==> config.mk <==
export PLATFORM = sky130hd
export DESIGN_NAME = button_and_touch_gesture_tracker_flat
export DESIGN_NICKNAME = d
export VERILOG_FILES = /design/src/hw/rtl/bgt_pkg.sv /design/src/hw/rtl/bgt_in_if.sv /design/src/hw/rtl/bgt_out_if.sv /design/src/hw/rtl/button_and_touch_gesture_tracker.sv /design/src/hw/rtl/bgt_cfg_regs.sv /design/src/hw/rtl/bgt_button.sv /design/src/hw/rtl/bgt_touch.sv /design/src/flat_wrapper.sv
export SDC_FILE = /design/constraint.sdc
export NUM_CORES = 1
export LEC_CHECK = 0
export ABC_AREA = 0
export BUFFER_PORTS_ARGS = -buffer_cell sky130_fd_sc_hd__buf_2
export CORE_MARGIN = 3
export CORE_UTILIZATION = 60
export CTS_CLUSTER_DIAMETER = 30
export DETAILED_ROUTE_END_ITERATION = 10
export HOLD_SLACK_MARGIN = 0.1
export PLACE_DENSITY = 0.77
export SYNTH_ARGS = -nofsm -noshare
export SYNTH_HDL_FRONTEND = slang
export SYNTH_SLANG_ARGS = --single-unit
==> constraint.sdc <==
create_clock -name i_clk -period 16 [get_ports i_clk]
set_clock_uncertainty 0.2 [all_clocks]
set_input_delay 0.8 -clock i_clk [delete_from_list [all_inputs] [get_ports i_clk]]
set_output_delay 0.8 -clock i_clk [all_outputs]
set_load 0.02 [all_outputs]
==> src/hw/rtl/bgt_pkg.sv <==
// Shared types and constants for the button and touch gesture tracker.
`timescale 1ns / 1ps

package bgt_pkg;

    // configuration register indexes
    typedef enum logic [2:0] {
        CFG_SETTLE_MS        = 3'd0,
        CFG_LONG_PRESS_MS    = 3'd1,
        CFG_TAP_SPAN_PX      = 3'd2,
        CFG_SWIPE_REACH_PX   = 3'd3,
        CFG_RELEASE_QUIET_MS = 3'd4,
        CFG_SWIPE_MAX_MS     = 3'd5,
        CFG_TAP_MAX_MS       = 3'd6
    } t_cfg_idx;

    localparam int CFG_IDX_W  = 3;
    localparam int CFG_DATA_W = 16;
    localparam int TIME_W     = 32;

    // touch report kinds; code 3 is unused and acts as no report
    typedef enum logic [1:0] {
        KIND_NONE     = 2'd0,
        KIND_POINT    = 2'd1,
        KIND_NOFINGER = 2'd2
    } t_touch_kind;

    typedef enum logic [1:0] {
        GEST_NONE        = 2'd0,
        GEST_TAP         = 2'd1,
        GEST_SWIPE_LEFT  = 2'd2,
        GEST_SWIPE_RIGHT = 2'd3
    } t_gesture;

    typedef struct packed {
        logic [15:0] settle_ms;
        logic [15:0] long_press_ms;
        logic [11:0] tap_span_px;
        logic [11:0] swipe_reach_px;
        logic [15:0] release_quiet_ms;
        logic [15:0] swipe_max_ms;
        logic [15:0] tap_max_ms;
    } t_cfg;

    localparam logic [15:0] RST_SETTLE_MS        = 16'd40;
    localparam logic [15:0] RST_LONG_PRESS_MS    = 16'd800;
    localparam logic [11:0] RST_TAP_SPAN_PX      = 12'd24;
    localparam logic [11:0] RST_SWIPE_REACH_PX   = 12'd56;
    localparam logic [15:0] RST_RELEASE_QUIET_MS = 16'd120;
    localparam logic [15:0] RST_SWIPE_MAX_MS     = 16'd900;
    localparam logic [15:0] RST_TAP_MAX_MS       = 16'd600;

    typedef struct packed {
        logic short_press;
        logic long_press;
        logic button_down;
    } t_btn_res;

    typedef struct packed {
        logic     touch_began;
        logic     touch_ended;
        t_gesture gesture;
        logic     finger_present;
    } t_touch_flags;

endpackage

==> src/hw/rtl/bgt_in_if.sv <==
// Poll tick input channel: valid/ready plus one poll item.
`timescale 1ns / 1ps

interface bgt_in_if #(
    parameter int COORD_WIDTH = 12
);
    logic                   valid;
    logic                   ready;
    logic [31:0]            now_ms;
    logic                   button_level;
    logic [1:0]             touch_kind;
    logic [COORD_WIDTH-1:0] touch_x;
    logic [COORD_WIDTH-1:0] touch_y;

    modport source (
        output valid, now_ms, button_level, touch_kind, touch_x, touch_y,
        input  ready
    );
    modport sink (
        input  valid, now_ms, button_level, touch_kind, touch_x, touch_y,
        output ready
    );
endinterface

==> src/hw/rtl/bgt_out_if.sv <==
// Result channel: valid/ready plus one result item.
`timescale 1ns / 1ps

interface bgt_out_if #(
    parameter int COORD_WIDTH = 12
);
    logic                   valid;
    logic                   ready;
    logic                   short_press;
    logic                   long_press;
    logic                   button_down;
    logic                   touch_began;
    logic                   touch_ended;
    logic [1:0]             gesture;
    logic                   finger_present;
    logic [COORD_WIDTH-1:0] cur_x;
    logic [COORD_WIDTH-1:0] cur_y;
    logic [COORD_WIDTH-1:0] origin_x;
    logic [COORD_WIDTH-1:0] origin_y;
    logic [31:0]            hold_ms;

    modport source (
        output valid, short_press, long_press, button_down, touch_began, touch_ended,
               gesture, finger_present, cur_x, cur_y, origin_x, origin_y, hold_ms,
        input  ready
    );
    modport sink (
        input  valid, short_press, long_press, button_down, touch_began, touch_ended,
               gesture, finger_present, cur_x, cur_y, origin_x, origin_y, hold_ms,
        output ready
    );
endinterface

==> src/hw/rtl/button_and_touch_gesture_tracker.sv <==
// Top level of the button and touch gesture tracker.
//
//   channel   | direction | handshake      | item
//   ----------+-----------+----------------+------------------------------------------
//   i_in      | in        | valid / ready  | now_ms, button_level, touch_kind, x, y
//   o_res     | out       | valid / ready  | press flags, touch flags, gesture, points,
//             |           |                | hold_ms
//   i_cfg_*   | in        | write enable   | register index, 16-bit data
//
// One item per clock sustained while results are taken. An item waits in the
// input register, where the button and touch state is read and its next value
// computed, and moves to the result register when that one is free or being
// taken. The state update happens on that move, so the next item sees it.
// Synchronous active-low reset clears the pipeline valids, tracking state
// and loads the register defaults. A stalled result holds; the input register
// still fills behind it, and the input side stalls only when both are full.
`timescale 1ns / 1ps

module button_and_touch_gesture_tracker #(
    parameter int COORD_WIDTH = 12
) (
    input  logic                           i_clk,
    input  logic                           i_rst_n,
    bgt_in_if.sink                         i_in,
    bgt_out_if.source                      o_res,
    input  logic                           i_cfg_we,
    input  logic [bgt_pkg::CFG_IDX_W-1:0]  i_cfg_idx,
    input  logic [bgt_pkg::CFG_DATA_W-1:0] i_cfg_data
);
    bgt_pkg::t_cfg cfg;

    // input register
    logic                       r_in_valid;
    logic [bgt_pkg::TIME_W-1:0] r_now;
    logic                       r_level;
    logic [1:0]                 r_kind;
    logic [COORD_WIDTH-1:0]     r_x, r_y;

    // result register
    logic                       r_out_valid;
    bgt_pkg::t_btn_res          r_btn;
    bgt_pkg::t_touch_flags      r_tflags;
    logic [COORD_WIDTH-1:0]     r_cur_x, r_cur_y, r_org_x, r_org_y;
    logic [bgt_pkg::TIME_W-1:0] r_hold;

    bgt_pkg::t_btn_res          btn_res;
    bgt_pkg::t_touch_flags      tflags;
    logic [COORD_WIDTH-1:0]     cur_x, cur_y, org_x, org_y;
    logic [bgt_pkg::TIME_W-1:0] hold;

    logic adv;      // input item moves to the result register
    logic in_take;  // new item enters the input register

    assign adv     = r_in_valid && (!r_out_valid || o_res.ready);
    assign in_take = i_in.valid && i_in.ready;
    assign i_in.ready = !r_in_valid || adv;

    bgt_cfg_regs u_cfg (
        .i_clk      (i_clk),
        .i_rst_n    (i_rst_n),
        .i_cfg_we   (i_cfg_we),
        .i_cfg_idx  (i_cfg_idx),
        .i_cfg_data (i_cfg_data),
        .o_cfg      (cfg)
    );

    bgt_button u_button (
        .i_clk   (i_clk),
        .i_rst_n (i_rst_n),
        .i_adv   (adv),
        .i_now   (r_now),
        .i_level (r_level),
        .i_cfg   (cfg),
        .o_res   (btn_res)
    );

    bgt_touch #(
        .COORD_WIDTH (COORD_WIDTH)
    ) u_touch (
        .i_clk     (i_clk),
        .i_rst_n   (i_rst_n),
        .i_adv     (adv),
        .i_now     (r_now),
        .i_kind    (r_kind),
        .i_x       (r_x),
        .i_y       (r_y),
        .i_cfg     (cfg),
        .o_flags   (tflags),
        .o_cur_x   (cur_x),
        .o_cur_y   (cur_y),
        .o_org_x   (org_x),
        .o_org_y   (org_y),
        .o_hold_ms (hold)
    );

    // pipeline valids
    always_ff @(posedge i_clk) begin
        if (!i_rst_n) begin
            r_in_valid  <= 1'b0;
            r_out_valid <= 1'b0;
        end else begin
            if (in_take) begin
                r_in_valid <= 1'b1;
            end else if (adv) begin
                r_in_valid <= 1'b0;
            end
            if (adv) begin
                r_out_valid <= 1'b1;
            end else if (o_res.ready) begin
                r_out_valid <= 1'b0;
            end
        end
    end

    // payload, no reset
    always_ff @(posedge i_clk) begin
        if (in_take) begin
            r_now   <= i_in.now_ms;
            r_level <= i_in.button_level;
            r_kind  <= i_in.touch_kind;
            r_x     <= i_in.touch_x;
            r_y     <= i_in.touch_y;
        end
        if (adv) begin
            r_btn    <= btn_res;
            r_tflags <= tflags;
            r_cur_x  <= cur_x;
            r_cur_y  <= cur_y;
            r_org_x  <= org_x;
            r_org_y  <= org_y;
            r_hold   <= hold;
        end
    end

    assign o_res.valid          = r_out_valid;
    assign o_res.short_press    = r_btn.short_press;
    assign o_res.long_press     = r_btn.long_press;
    assign o_res.button_down    = r_btn.button_down;
    assign o_res.touch_began    = r_tflags.touch_began;
    assign o_res.touch_ended    = r_tflags.touch_ended;
    assign o_res.gesture        = r_tflags.gesture;
    assign o_res.finger_present = r_tflags.finger_present;
    assign o_res.cur_x          = r_cur_x;
    assign o_res.cur_y          = r_cur_y;
    assign o_res.origin_x       = r_org_x;
    assign o_res.origin_y       = r_org_y;
    assign o_res.hold_ms        = r_hold;
endmodule

==> src/hw/rtl/bgt_cfg_regs.sv <==
// Configuration register bank with reset defaults.
`timescale 1ns / 1ps

module bgt_cfg_regs (
    input  logic                         i_clk,
    input  logic                         i_rst_n,
    input  logic                         i_cfg_we,
    input  logic [bgt_pkg::CFG_IDX_W-1:0]  i_cfg_idx,
    input  logic [bgt_pkg::CFG_DATA_W-1:0] i_cfg_data,
    output bgt_pkg::t_cfg                o_cfg
);
    bgt_pkg::t_cfg r_cfg;
    bgt_pkg::t_cfg n_cfg;

    always_comb begin
        n_cfg = r_cfg;
        if (i_cfg_we) begin
            case (i_cfg_idx)
                bgt_pkg::CFG_SETTLE_MS:        n_cfg.settle_ms        = i_cfg_data;
                bgt_pkg::CFG_LONG_PRESS_MS:    n_cfg.long_press_ms    = i_cfg_data;
                bgt_pkg::CFG_TAP_SPAN_PX:      n_cfg.tap_span_px      = i_cfg_data[11:0];
                bgt_pkg::CFG_SWIPE_REACH_PX:   n_cfg.swipe_reach_px   = i_cfg_data[11:0];
                bgt_pkg::CFG_RELEASE_QUIET_MS: n_cfg.release_quiet_ms = i_cfg_data;
                bgt_pkg::CFG_SWIPE_MAX_MS:     n_cfg.swipe_max_ms     = i_cfg_data;
                bgt_pkg::CFG_TAP_MAX_MS:       n_cfg.tap_max_ms       = i_cfg_data;
                default:                       n_cfg = r_cfg;  // unmapped index
            endcase
        end
    end

    always_ff @(posedge i_clk) begin
        if (!i_rst_n) begin
            r_cfg.settle_ms        <= bgt_pkg::RST_SETTLE_MS;
            r_cfg.long_press_ms    <= bgt_pkg::RST_LONG_PRESS_MS;
            r_cfg.tap_span_px      <= bgt_pkg::RST_TAP_SPAN_PX;
            r_cfg.swipe_reach_px   <= bgt_pkg::RST_SWIPE_REACH_PX;
            r_cfg.release_quiet_ms <= bgt_pkg::RST_RELEASE_QUIET_MS;
            r_cfg.swipe_max_ms     <= bgt_pkg::RST_SWIPE_MAX_MS;
            r_cfg.tap_max_ms       <= bgt_pkg::RST_TAP_MAX_MS;
        end else begin
            r_cfg <= n_cfg;
        end
    end

    assign o_cfg = r_cfg;
endmodule

==> src/hw/rtl/bgt_button.sv <==
// Button debounce by edge time, short and long press detection.
`timescale 1ns / 1ps

module bgt_button (
    input  logic                          i_clk,
    input  logic                          i_rst_n,
    input  logic                          i_adv,      // commit the item in the input register
    input  logic [bgt_pkg::TIME_W-1:0]    i_now,
    input  logic                          i_level,
    input  bgt_pkg::t_cfg                 i_cfg,
    output bgt_pkg::t_btn_res             o_res
);
    logic                       r_stable, n_stable;
    logic [bgt_pkg::TIME_W-1:0] r_edge_time, n_edge_time;
    logic [bgt_pkg::TIME_W-1:0] r_press_time, n_press_time;
    logic                       r_long_fired, n_long_fired;

    logic [bgt_pkg::TIME_W-1:0] since_edge, since_press, since_new_press;
    logic                       edge_ok, long_hit;

    always_comb begin
        since_edge   = i_now - r_edge_time;
        since_press  = i_now - r_press_time;
        edge_ok      = (i_level != r_stable) &&
                       (since_edge >= {16'd0, i_cfg.settle_ms});
        n_stable     = edge_ok ? i_level : r_stable;
        n_edge_time  = edge_ok ? i_now : r_edge_time;
        n_press_time = (edge_ok && i_level) ? i_now : r_press_time;
        since_new_press = i_now - n_press_time;
        long_hit     = n_stable && !((edge_ok && i_level) ? 1'b0 : r_long_fired) &&
                       (since_new_press >= {16'd0, i_cfg.long_press_ms});
        n_long_fired = long_hit ? 1'b1 :
                       ((edge_ok && i_level) ? 1'b0 : r_long_fired);

        o_res.short_press = edge_ok && !i_level &&
                            (since_press < {16'd0, i_cfg.long_press_ms});
        o_res.long_press  = long_hit;
        o_res.button_down = n_stable;
    end

    always_ff @(posedge i_clk) begin
        if (!i_rst_n) begin
            r_stable     <= 1'b0;
            r_edge_time  <= '0;
            r_press_time <= '0;
            r_long_fired <= 1'b0;
        end else if (i_adv) begin
            r_stable     <= n_stable;
            r_edge_time  <= n_edge_time;
            r_press_time <= n_press_time;
            r_long_fired <= n_long_fired;
        end
    end
endmodule

==> src/hw/rtl/bgt_touch.sv <==
// Touch tracking: finger down, start and last point, release and gesture class.
`timescale 1ns / 1ps

module bgt_touch #(
    parameter int COORD_WIDTH = 12
) (
    input  logic                          i_clk,
    input  logic                          i_rst_n,
    input  logic                          i_adv,
    input  logic [bgt_pkg::TIME_W-1:0]    i_now,
    input  logic [1:0]                    i_kind,
    input  logic [COORD_WIDTH-1:0]        i_x,
    input  logic [COORD_WIDTH-1:0]        i_y,
    input  bgt_pkg::t_cfg                 i_cfg,
    output bgt_pkg::t_touch_flags         o_flags,
    output logic [COORD_WIDTH-1:0]        o_cur_x,
    output logic [COORD_WIDTH-1:0]        o_cur_y,
    output logic [COORD_WIDTH-1:0]        o_org_x,
    output logic [COORD_WIDTH-1:0]        o_org_y,
    output logic [bgt_pkg::TIME_W-1:0]    o_hold_ms
);
    // compare width covers 2*|dy| and the 12-bit pixel limits
    localparam int CMP_W = ((COORD_WIDTH > 12) ? COORD_WIDTH : 12) + 2;

    logic                       r_finger, n_finger;
    logic [bgt_pkg::TIME_W-1:0] r_start, n_start;
    logic [bgt_pkg::TIME_W-1:0] r_last, n_last;
    logic [COORD_WIDTH-1:0]     r_org_x, n_org_x, r_org_y, n_org_y;
    logic [COORD_WIDTH-1:0]     r_cur_x, n_cur_x, r_cur_y, n_cur_y;

    logic                       is_point, is_lift, quiet, release_now, began;
    logic signed [COORD_WIDTH:0] dx, dy;
    logic [COORD_WIDTH-1:0]     adx, ady;
    logic [CMP_W-1:0]           adx_e, ady_e, ady2_e, tap_e, swipe_e;
    logic [bgt_pkg::TIME_W-1:0] held;
    logic                       is_swipe, is_tap;

    always_comb begin
        is_point    = (i_kind == bgt_pkg::KIND_POINT);
        is_lift     = (i_kind == bgt_pkg::KIND_NOFINGER);
        quiet       = ((i_now - r_last) >= {16'd0, i_cfg.release_quiet_ms});
        release_now = !is_point && r_finger && (is_lift || quiet);
        began       = is_point && !r_finger;

        dx  = $signed({1'b0, r_cur_x}) - $signed({1'b0, r_org_x});
        dy  = $signed({1'b0, r_cur_y}) - $signed({1'b0, r_org_y});
        adx = dx[COORD_WIDTH] ? COORD_WIDTH'(-dx) : dx[COORD_WIDTH-1:0];
        ady = dy[COORD_WIDTH] ? COORD_WIDTH'(-dy) : dy[COORD_WIDTH-1:0];
        adx_e   = CMP_W'(adx);
        ady_e   = CMP_W'(ady);
        ady2_e  = CMP_W'({ady, 1'b0});
        tap_e   = CMP_W'(i_cfg.tap_span_px);
        swipe_e = CMP_W'(i_cfg.swipe_reach_px);
        held    = i_now - r_start;

        // swipe wins over tap
        is_swipe = (adx_e >= swipe_e) && (adx_e > ady2_e) &&
                   (held < {16'd0, i_cfg.swipe_max_ms});
        is_tap   = (adx_e <= tap_e) && (ady_e <= tap_e) &&
                   (held < {16'd0, i_cfg.tap_max_ms});

        n_finger = is_point ? 1'b1 : (release_now ? 1'b0 : r_finger);
        n_start  = began ? i_now : r_start;
        n_last   = is_point ? i_now : r_last;
        n_org_x  = began ? i_x : r_org_x;
        n_org_y  = began ? i_y : r_org_y;
        n_cur_x  = is_point ? i_x : r_cur_x;
        n_cur_y  = is_point ? i_y : r_cur_y;

        o_flags.touch_began    = began;
        o_flags.touch_ended    = release_now;
        o_flags.finger_present = n_finger;
        if (!release_now) begin
            o_flags.gesture = bgt_pkg::GEST_NONE;
        end else if (is_swipe) begin
            o_flags.gesture = dx[COORD_WIDTH] ? bgt_pkg::GEST_SWIPE_LEFT
                                              : bgt_pkg::GEST_SWIPE_RIGHT;
        end else if (is_tap) begin
            o_flags.gesture = bgt_pkg::GEST_TAP;
        end else begin
            o_flags.gesture = bgt_pkg::GEST_NONE;
        end

        o_cur_x   = n_cur_x;
        o_cur_y   = n_cur_y;
        o_org_x   = n_org_x;
        o_org_y   = n_org_y;
        o_hold_ms = n_finger ? (i_now - n_start) : '0;
    end

    always_ff @(posedge i_clk) begin
        if (!i_rst_n) begin
            r_finger <= 1'b0;
            r_start  <= '0;
            r_last   <= '0;
            r_org_x  <= '0;
            r_org_y  <= '0;
            r_cur_x  <= '0;
            r_cur_y  <= '0;
        end else if (i_adv) begin
            r_finger <= n_finger;
            r_start  <= n_start;
            r_last   <= n_last;
            r_org_x  <= n_org_x;
            r_org_y  <= n_org_y;
            r_cur_x  <= n_cur_x;
            r_cur_y  <= n_cur_y;
        end
    end
endmodule

==> src/flat_wrapper.sv <==
// flat-port wrapper written by rule: the top's interface ports become plain ports
module button_and_touch_gesture_tracker_flat 
#(
    parameter int COORD_WIDTH = 12
)
  (i_clk, i_rst_n, i_cfg_we, i_cfg_idx, i_cfg_data, i_in_valid, i_in_now_ms, i_in_button_level, i_in_touch_kind, i_in_touch_x, i_in_touch_y, i_in_ready, o_res_valid, o_res_short_press, o_res_long_press, o_res_button_down, o_res_touch_began, o_res_touch_ended, o_res_gesture, o_res_finger_present, o_res_cur_x, o_res_cur_y, o_res_origin_x, o_res_origin_y, o_res_hold_ms, o_res_ready);
  bgt_in_if #(.COORD_WIDTH(COORD_WIDTH)) i_in_i ();
  bgt_out_if #(.COORD_WIDTH(COORD_WIDTH)) o_res_i ();
  input  logic i_clk;
  input  logic i_rst_n;
  input  logic i_cfg_we;
  input  logic [bgt_pkg::CFG_IDX_W-1:0] i_cfg_idx;
  input  logic [bgt_pkg::CFG_DATA_W-1:0] i_cfg_data;
  input wire logic [$bits(i_in_i.valid)-1:0] i_in_valid;
  input wire logic [$bits(i_in_i.now_ms)-1:0] i_in_now_ms;
  input wire logic [$bits(i_in_i.button_level)-1:0] i_in_button_level;
  input wire logic [$bits(i_in_i.touch_kind)-1:0] i_in_touch_kind;
  input wire logic [$bits(i_in_i.touch_x)-1:0] i_in_touch_x;
  input wire logic [$bits(i_in_i.touch_y)-1:0] i_in_touch_y;
  output wire logic [$bits(i_in_i.ready)-1:0] i_in_ready;
  output wire logic [$bits(o_res_i.valid)-1:0] o_res_valid;
  output wire logic [$bits(o_res_i.short_press)-1:0] o_res_short_press;
  output wire logic [$bits(o_res_i.long_press)-1:0] o_res_long_press;
  output wire logic [$bits(o_res_i.button_down)-1:0] o_res_button_down;
  output wire logic [$bits(o_res_i.touch_began)-1:0] o_res_touch_began;
  output wire logic [$bits(o_res_i.touch_ended)-1:0] o_res_touch_ended;
  output wire logic [$bits(o_res_i.gesture)-1:0] o_res_gesture;
  output wire logic [$bits(o_res_i.finger_present)-1:0] o_res_finger_present;
  output wire logic [$bits(o_res_i.cur_x)-1:0] o_res_cur_x;
  output wire logic [$bits(o_res_i.cur_y)-1:0] o_res_cur_y;
  output wire logic [$bits(o_res_i.origin_x)-1:0] o_res_origin_x;
  output wire logic [$bits(o_res_i.origin_y)-1:0] o_res_origin_y;
  output wire logic [$bits(o_res_i.hold_ms)-1:0] o_res_hold_ms;
  input wire logic [$bits(o_res_i.ready)-1:0] o_res_ready;
  assign i_in_i.valid = i_in_valid;
  assign i_in_i.now_ms = i_in_now_ms;
  assign i_in_i.button_level = i_in_button_level;
  assign i_in_i.touch_kind = i_in_touch_kind;
  assign i_in_i.touch_x = i_in_touch_x;
  assign i_in_i.touch_y = i_in_touch_y;
  assign i_in_ready = i_in_i.ready;
  assign o_res_valid = o_res_i.valid;
  assign o_res_short_press = o_res_i.short_press;
  assign o_res_long_press = o_res_i.long_press;
  assign o_res_button_down = o_res_i.button_down;
  assign o_res_touch_began = o_res_i.touch_began;
  assign o_res_touch_ended = o_res_i.touch_ended;
  assign o_res_gesture = o_res_i.gesture;
  assign o_res_finger_present = o_res_i.finger_present;
  assign o_res_cur_x = o_res_i.cur_x;
  assign o_res_cur_y = o_res_i.cur_y;
  assign o_res_origin_x = o_res_i.origin_x;
  assign o_res_origin_y = o_res_i.origin_y;
  assign o_res_hold_ms = o_res_i.hold_ms;
  assign o_res_i.ready = o_res_ready;
  button_and_touch_gesture_tracker #(.COORD_WIDTH(COORD_WIDTH)) u_core (.i_clk(i_clk), .i_rst_n(i_rst_n), .i_in(i_in_i), .o_res(o_res_i), .i_cfg_we(i_cfg_we), .i_cfg_idx(i_cfg_idx), .i_cfg_data(i_cfg_data));
endmodule
# After elaboration in Yosys (flattened, before gate mapping)
# Index checks and enable logic that the tools add are counted.
# op_classes
add_sub_neg,10
n_lt_le_gt_ge,10
n_eq_ne,9
n_mux,20
n_reduce_logical,36
# ops
cell,count
subtractor 32 bit,6
greater-or-equal comparator 32 x 16 -> 1 bit,3
< comparator 32 x 16 -> 1 bit,3
two-way mux 12 bit,6
two-way mux 32 bit,2
subtractor 12 x 12 -> 13 bit,2
<= comparator 12 bit,2
negator 12 bit,2
AND reduction 2 bit,9
logical AND 1 bit,15
> comparator 12 x 13 -> 1 bit,1
greater-or-equal comparator 12 bit,1
two-way mux 1 bit,11
== test 3 bit (second input constant),3
== test 3 x 2 -> 1 bit (second input constant),2
logical NOT 1 bit,6
nonzero test 2 bit,2
== test 3 x 1 -> 1 bit (second input constant),1
logical NOT 3 bit,1
logical OR 1 bit,3
== test 2 x 1 -> 1 bit (second input constant),1
== test 2 bit (second input constant),1
two-way mux 2 bit,1
!= test 1 bit,1
# word_totals
reg_bits,432
out_inout_bits,90
word_cells,122

# Logic depth before layout (Yosys ltp)
# logic_depth
depth_word,9
depth_mapped,54
depth_no_buf,51

# By module
# Synthesis repeated with hierarchy kept, for this count alone.
# hier_totals
hier_cells,3750
hier_area_um2,32210.9
# modules_own_cells
module,n_inst,cells_each,area_per_inst_um2,seq_area_each_um2
bgt_touch,1,1980,14365.0,2262.2
bgt_button,1,1245,9450.3,1321.3
button_and_touch_gesture_tracker,1,156,4518.1,4454.3
bgt_cfg_regs,1,369,3877.5,2082.0

# Worst setup path after synthesis
# OpenSTA, ideal clock, no wires.
# synth_timing
path_kind,flip-flop to flip-flop
startpoint,register u_core.r_now[1] (netlist bit)
endpoint,"register u_core.r_btn (netlist bit u_core.o_res.long_press), data pin"
setup_ns,0.262
arrival_time_ns,9.796
required_ns,15.538
slack_ns,5.742
path_stages_with_launch,52
path_buffers,3
period_less_slack_ns,10.258
path_cell_list,edfxtp_1 -> inv_1 -> fa_1 -> nand2b_1 -> a21oi_1 -> o21a_1 -> a21bo_2 -> nand2_1 -> nand2_1 -> a21oi_1 -> xnor2_1 -> ha_1 -> o21ai_0 -> nor2_1 -> nor3_1 -> o311ai_0 -> nor4_1 -> nand4b_1 -> [... 16 more ...] -> or2_1 -> buf_4 -> o21ai_0 -> xnor2_1 -> ha_1 -> and4_1 -> a221oi_1 -> nand3_1 -> a311oi_1 -> o311ai_0 -> nor3_1 -> o211ai_1 -> a311oi_1 -> o211ai_1 -> nor4_1 -> o2111ai_1 -> nor4_2 -> nor2_1
# synth_lines
element,line,source
"start, declared",button_and_touch_gesture_tracker.sv:34,logic [bgt_pkg::TIME_W-1:0] r_now;
"start signal, assigned",button_and_touch_gesture_tracker.sv:118,r_now <= i_in.now_ms;
"end signal, assigned",button_and_touch_gesture_tracker.sv:125,r_btn <= btn_res;
"end, declared",button_and_touch_gesture_tracker.sv:41,bgt_pkg::t_btn_res r_btn;

==> flow_summary.yaml <==
floorplan:
  dieArea_um2: 54500
  die_w_um: 233
  io_pins: 173
  coreArea_um2: 50600
  die_h_um: 233
  start_util: 0.613
  rows: 82
place:
  dp_hpwl_um: 60500
  gp_congestion: 0.959
  io_buffers: 172
  dp_cells: 4558
global_route:
  antenna_found_initial: 2
  grt.total_usage: 0.312
  grt_pass1_wl_um: 137000
  met1_usage: 0.381
  use_met2: 0.528
  grt_max_degree: 124
  grt_pass1_vias: 27057
  gr-total-overflow: 0
  grt.busiest_layer: "met2"
  gr-usage-met3: 0.0628
synthesis:
  synth-edff-count: 147
  synth-seq-cells: 432
  syn_inst: 3814
  mappedNetlistNets: 4254
  syn_avg_cell_area_um2: 8.13
  ys_types: 90
  ys.flop_type: "dfxtp_1"
  yosysSeqAreaShare: 0.326
  yosys_warnings: 0
  async_flop_share: 0
  syn_area_um2: 31000
power_and_ir_drop:
  power.switching_w: 0.00126
  comb_power_share: 0.222
  p_seq_frac: 0.286
  p_int_w: 0.00298
  irDropWorstVdd_v: 0.0000869
  p_leak_nw: 14.5
  p_clk_frac: 0.492
  switching_share: 0.298
  p_per_area_nw_per_um2: 117
cts:
  clock_latency_ns: 0.66
  tritoncts: "done"
  path_clk_slew_ns: 0.05
  cts_setup_buffers: 0
  htree_levels: 3
  clock-root-buffer: "clkbuf_16"
  cts.path.max_buffers: 3
  cts_made_buffers: 98
  clkSinkCount: 432
routing:
  wire_per_inst_um: 18.0
  dr.pass1.iters: 6
  viasPerCell: 5.85
  dr.first_iter.drc_count: 1999
  postRouteAntennaNets: 0
  routed_wl_um: 85800
  drc: 0
  vias: 27836
timing:
  slew_violations: 0
  fmax_mhz: 86.3
  hold_viol: 0
  finalCritPeriodShare: 0.724
  slew_headroom: 0.202
  timing.final.crit_period_ns: 11.59
  grt_setup_unrepaired: "no"
  tightest_slew_ns: 1.20
  setup_violations: 0
  fin_setup_tns_ns: 0
job:
  drv_cap: 0
worst_setup_path:
  critical_path_buf_inv_count: 2
  arrival_ns: 11.74
  worstPathRequired_ns: 16.16
  max_stage_delay_ns: 0.73
  crit_type: "flip-flop to flip-flop"
  critPathMaxFanout: 39
  path_delay_family: "compound AO/OA/AOI/OAI gates"
  end_kind: "flip-flop"
  slowest_stage: "edfxtp_1"
  cp-start-kind: "flip-flop"
finish:
  multi_input_area_um2: 19100
  drive_gt1_frac: 0.107
  stdcell_count: 4759
  fin_nets: 4440
  seq_area_um2: 10100
  fill_cells: 3878
  syn_to_final_growth_pct: 16.6
status:
  status: "finished, final reports clean"
min_path:
  hold_class: "primary input to flip-flop"
[registers in the layout, indices dropped and copies added, names as in the netlist, 32 cells and up]
signal	cells
u_core.u_cfg.o_cfg	104
u_core.o_res.hold_ms	32
u_core.r_now	32
u_core.u_button.r_edge_time	32
u_core.u_button.r_press_time	32
u_core.u_touch.r_last	32
u_core.u_touch.r_start	32
[Yosys cell counts (9+ instances only)]
cell type,instances,area [um2]
nor2b_1,55,344
and2_1,11,68.8
a21oi_1,231,1160
nand2b_1,54,338
o211ai_1,42,315
nand4_1,31,194
and3_1,23,144
nand2_1,756,2840
o21ai_0,144,721
xor2_1,58,508
clkbuf_1,130,488
nor3_1,58,290
ha_1,349,4370
a21o_1,82,616
inv_1,338,1270
a21boi_0,269,2020
o21a_1,53,398
a211oi_1,23,173
a31oi_1,15,93.8
xnor2_1,95,832
nor4_1,16,100
o2111ai_1,10,87.6
nor2_1,214,803
nor3b_1,12,90.1
edfxtp_1,147,4410
mux2i_1,42,420
o31ai_1,9,67.6
dfxtp_1,285,5710
nand3_1,53,265
o21bai_1,23,173
or2_2,9,56.3
[cells in the final DEF (no fill, tap or decap), types with 18 or more instances in the layout]
master,n
and3_1,23
a21o_1,81
a211oi_1,23
nor2b_1,54
nand4_1,31
mux2i_1,42
o211ai_1,42
o21ai_0,144
buf_2,171
nor2_1,209
xnor2_1,95
inv_1,338
o21bai_1,23
dfxtp_1,285
buf_4,39
clkinv_2,18
ha_1,349
o21a_1,53
edfxtp_1,147
a21oi_1,231
nand3_1,52
clkbuf_16,100
xor2_1,58
a21boi_0,269
nand2b_1,54
nor3_1,57
nand2_1,754
[power groups by stage]
stage	clock (W)	sequential [W]	combinational (W)
6_report	0.00209	0.00122	0.000944
5_1_grt	0.00216	0.00122	0.00105
4_1_cts	0.00211	0.00121	0.000934
3_5_place_dp	0	0.00123	0.000919
3_3_place_gp	0	0.00123	0.000904
2_1_floorplan	0	0.00124	0.000667
[final timing paths]
| kind | slack [ns] | depth (start not counted) | endpoint | startpoint |
|---|---|---|---|---|
| setup / recovery | 4.41 | 49 | u_core.o_res.long_press$_DFFE_PP_ | u_core.r_now[1]$_DFFE_PP_ |
| hold / removal | 0.13 | 1 | u_core.r_x[10]$_DFFE_PP_ | i_in_touch_x[10] |
| setup reg to reg | 4.41 | 49 | u_core.o_res.long_press$_DFFE_PP_ | u_core.r_now[1]$_DFFE_PP_ |
| hold reg to reg | 0.26 | 2 | u_core.u_touch.r_last[27]$_SDFFE_PN0P_ | u_core.u_touch.r_last[27]$_SDFFE_PN0P_ |
[layer usage]
metal  share of wire  routed length (um)  up-vias
li1                -                   -    13673
met1            0.42               35700    12938
met2            0.47               39900      968
met3           0.069                5950      257
met4           0.048                4150        0
met5               0                   0        -
[layout make-up]
cell class | instances | area share
inverter | 339 | 0.0352
clock buffer | 125 | 0.0743
timing repair buffer | 225 | 0.0359
tap | 672 | 0.0232
sequential | 432 | 0.280
antenna | 1 | 0.0000692
clock inverter | 61 | 0.0224
multi-input combinational | 2904 | 0.529
[kinds of logic (layout without fill, tap and decap cells)]
family                   after synthesis  count (layout)  synth area share
AND/OR/NAND/NOR                     1326            1326             0.188
other                                  0               1                 0
XOR/XNOR                             153             153            0.0432
multiplexers                          51              51            0.0171
buffers and inverters                478             750            0.0583
AO/OA/AOI/OAI                       1015            1015             0.221
adder cells (fa/ha/maj)              359             359             0.147
flip-flops                           432             432             0.326
[stage by stage]
stage / total power, W / area (um2) / hold WS, ns / setup slack, ns / utilization
2_1_floorplan: 0.00191 / 31000 / 0.237 / 5.74 / -
3_3_place_gp: 0.00214 / 32500 / 0.251 / 4.99 / 0.643
3_5_place_dp: 0.00215 / 32500 / 0.258 / 4.66 / 0.643
4_1_cts: 0.00426 / 36200 / 0.100 / 4.56 / 0.715
5_1_grt: 0.00443 / 36200 / 0.106 / 3.34 / 0.715
6_report: 0.00425 / 36200 / 0.128 / 4.41 / 0.715
[repair_timing]
action | 4_1_cts | 5_1_grt
hold buffers | 14 | 0
hold endpoints to repair | 14 | 0
gates resized for setup | 0 | 0
Note: power is estimated with default switching activity, not from simulation.
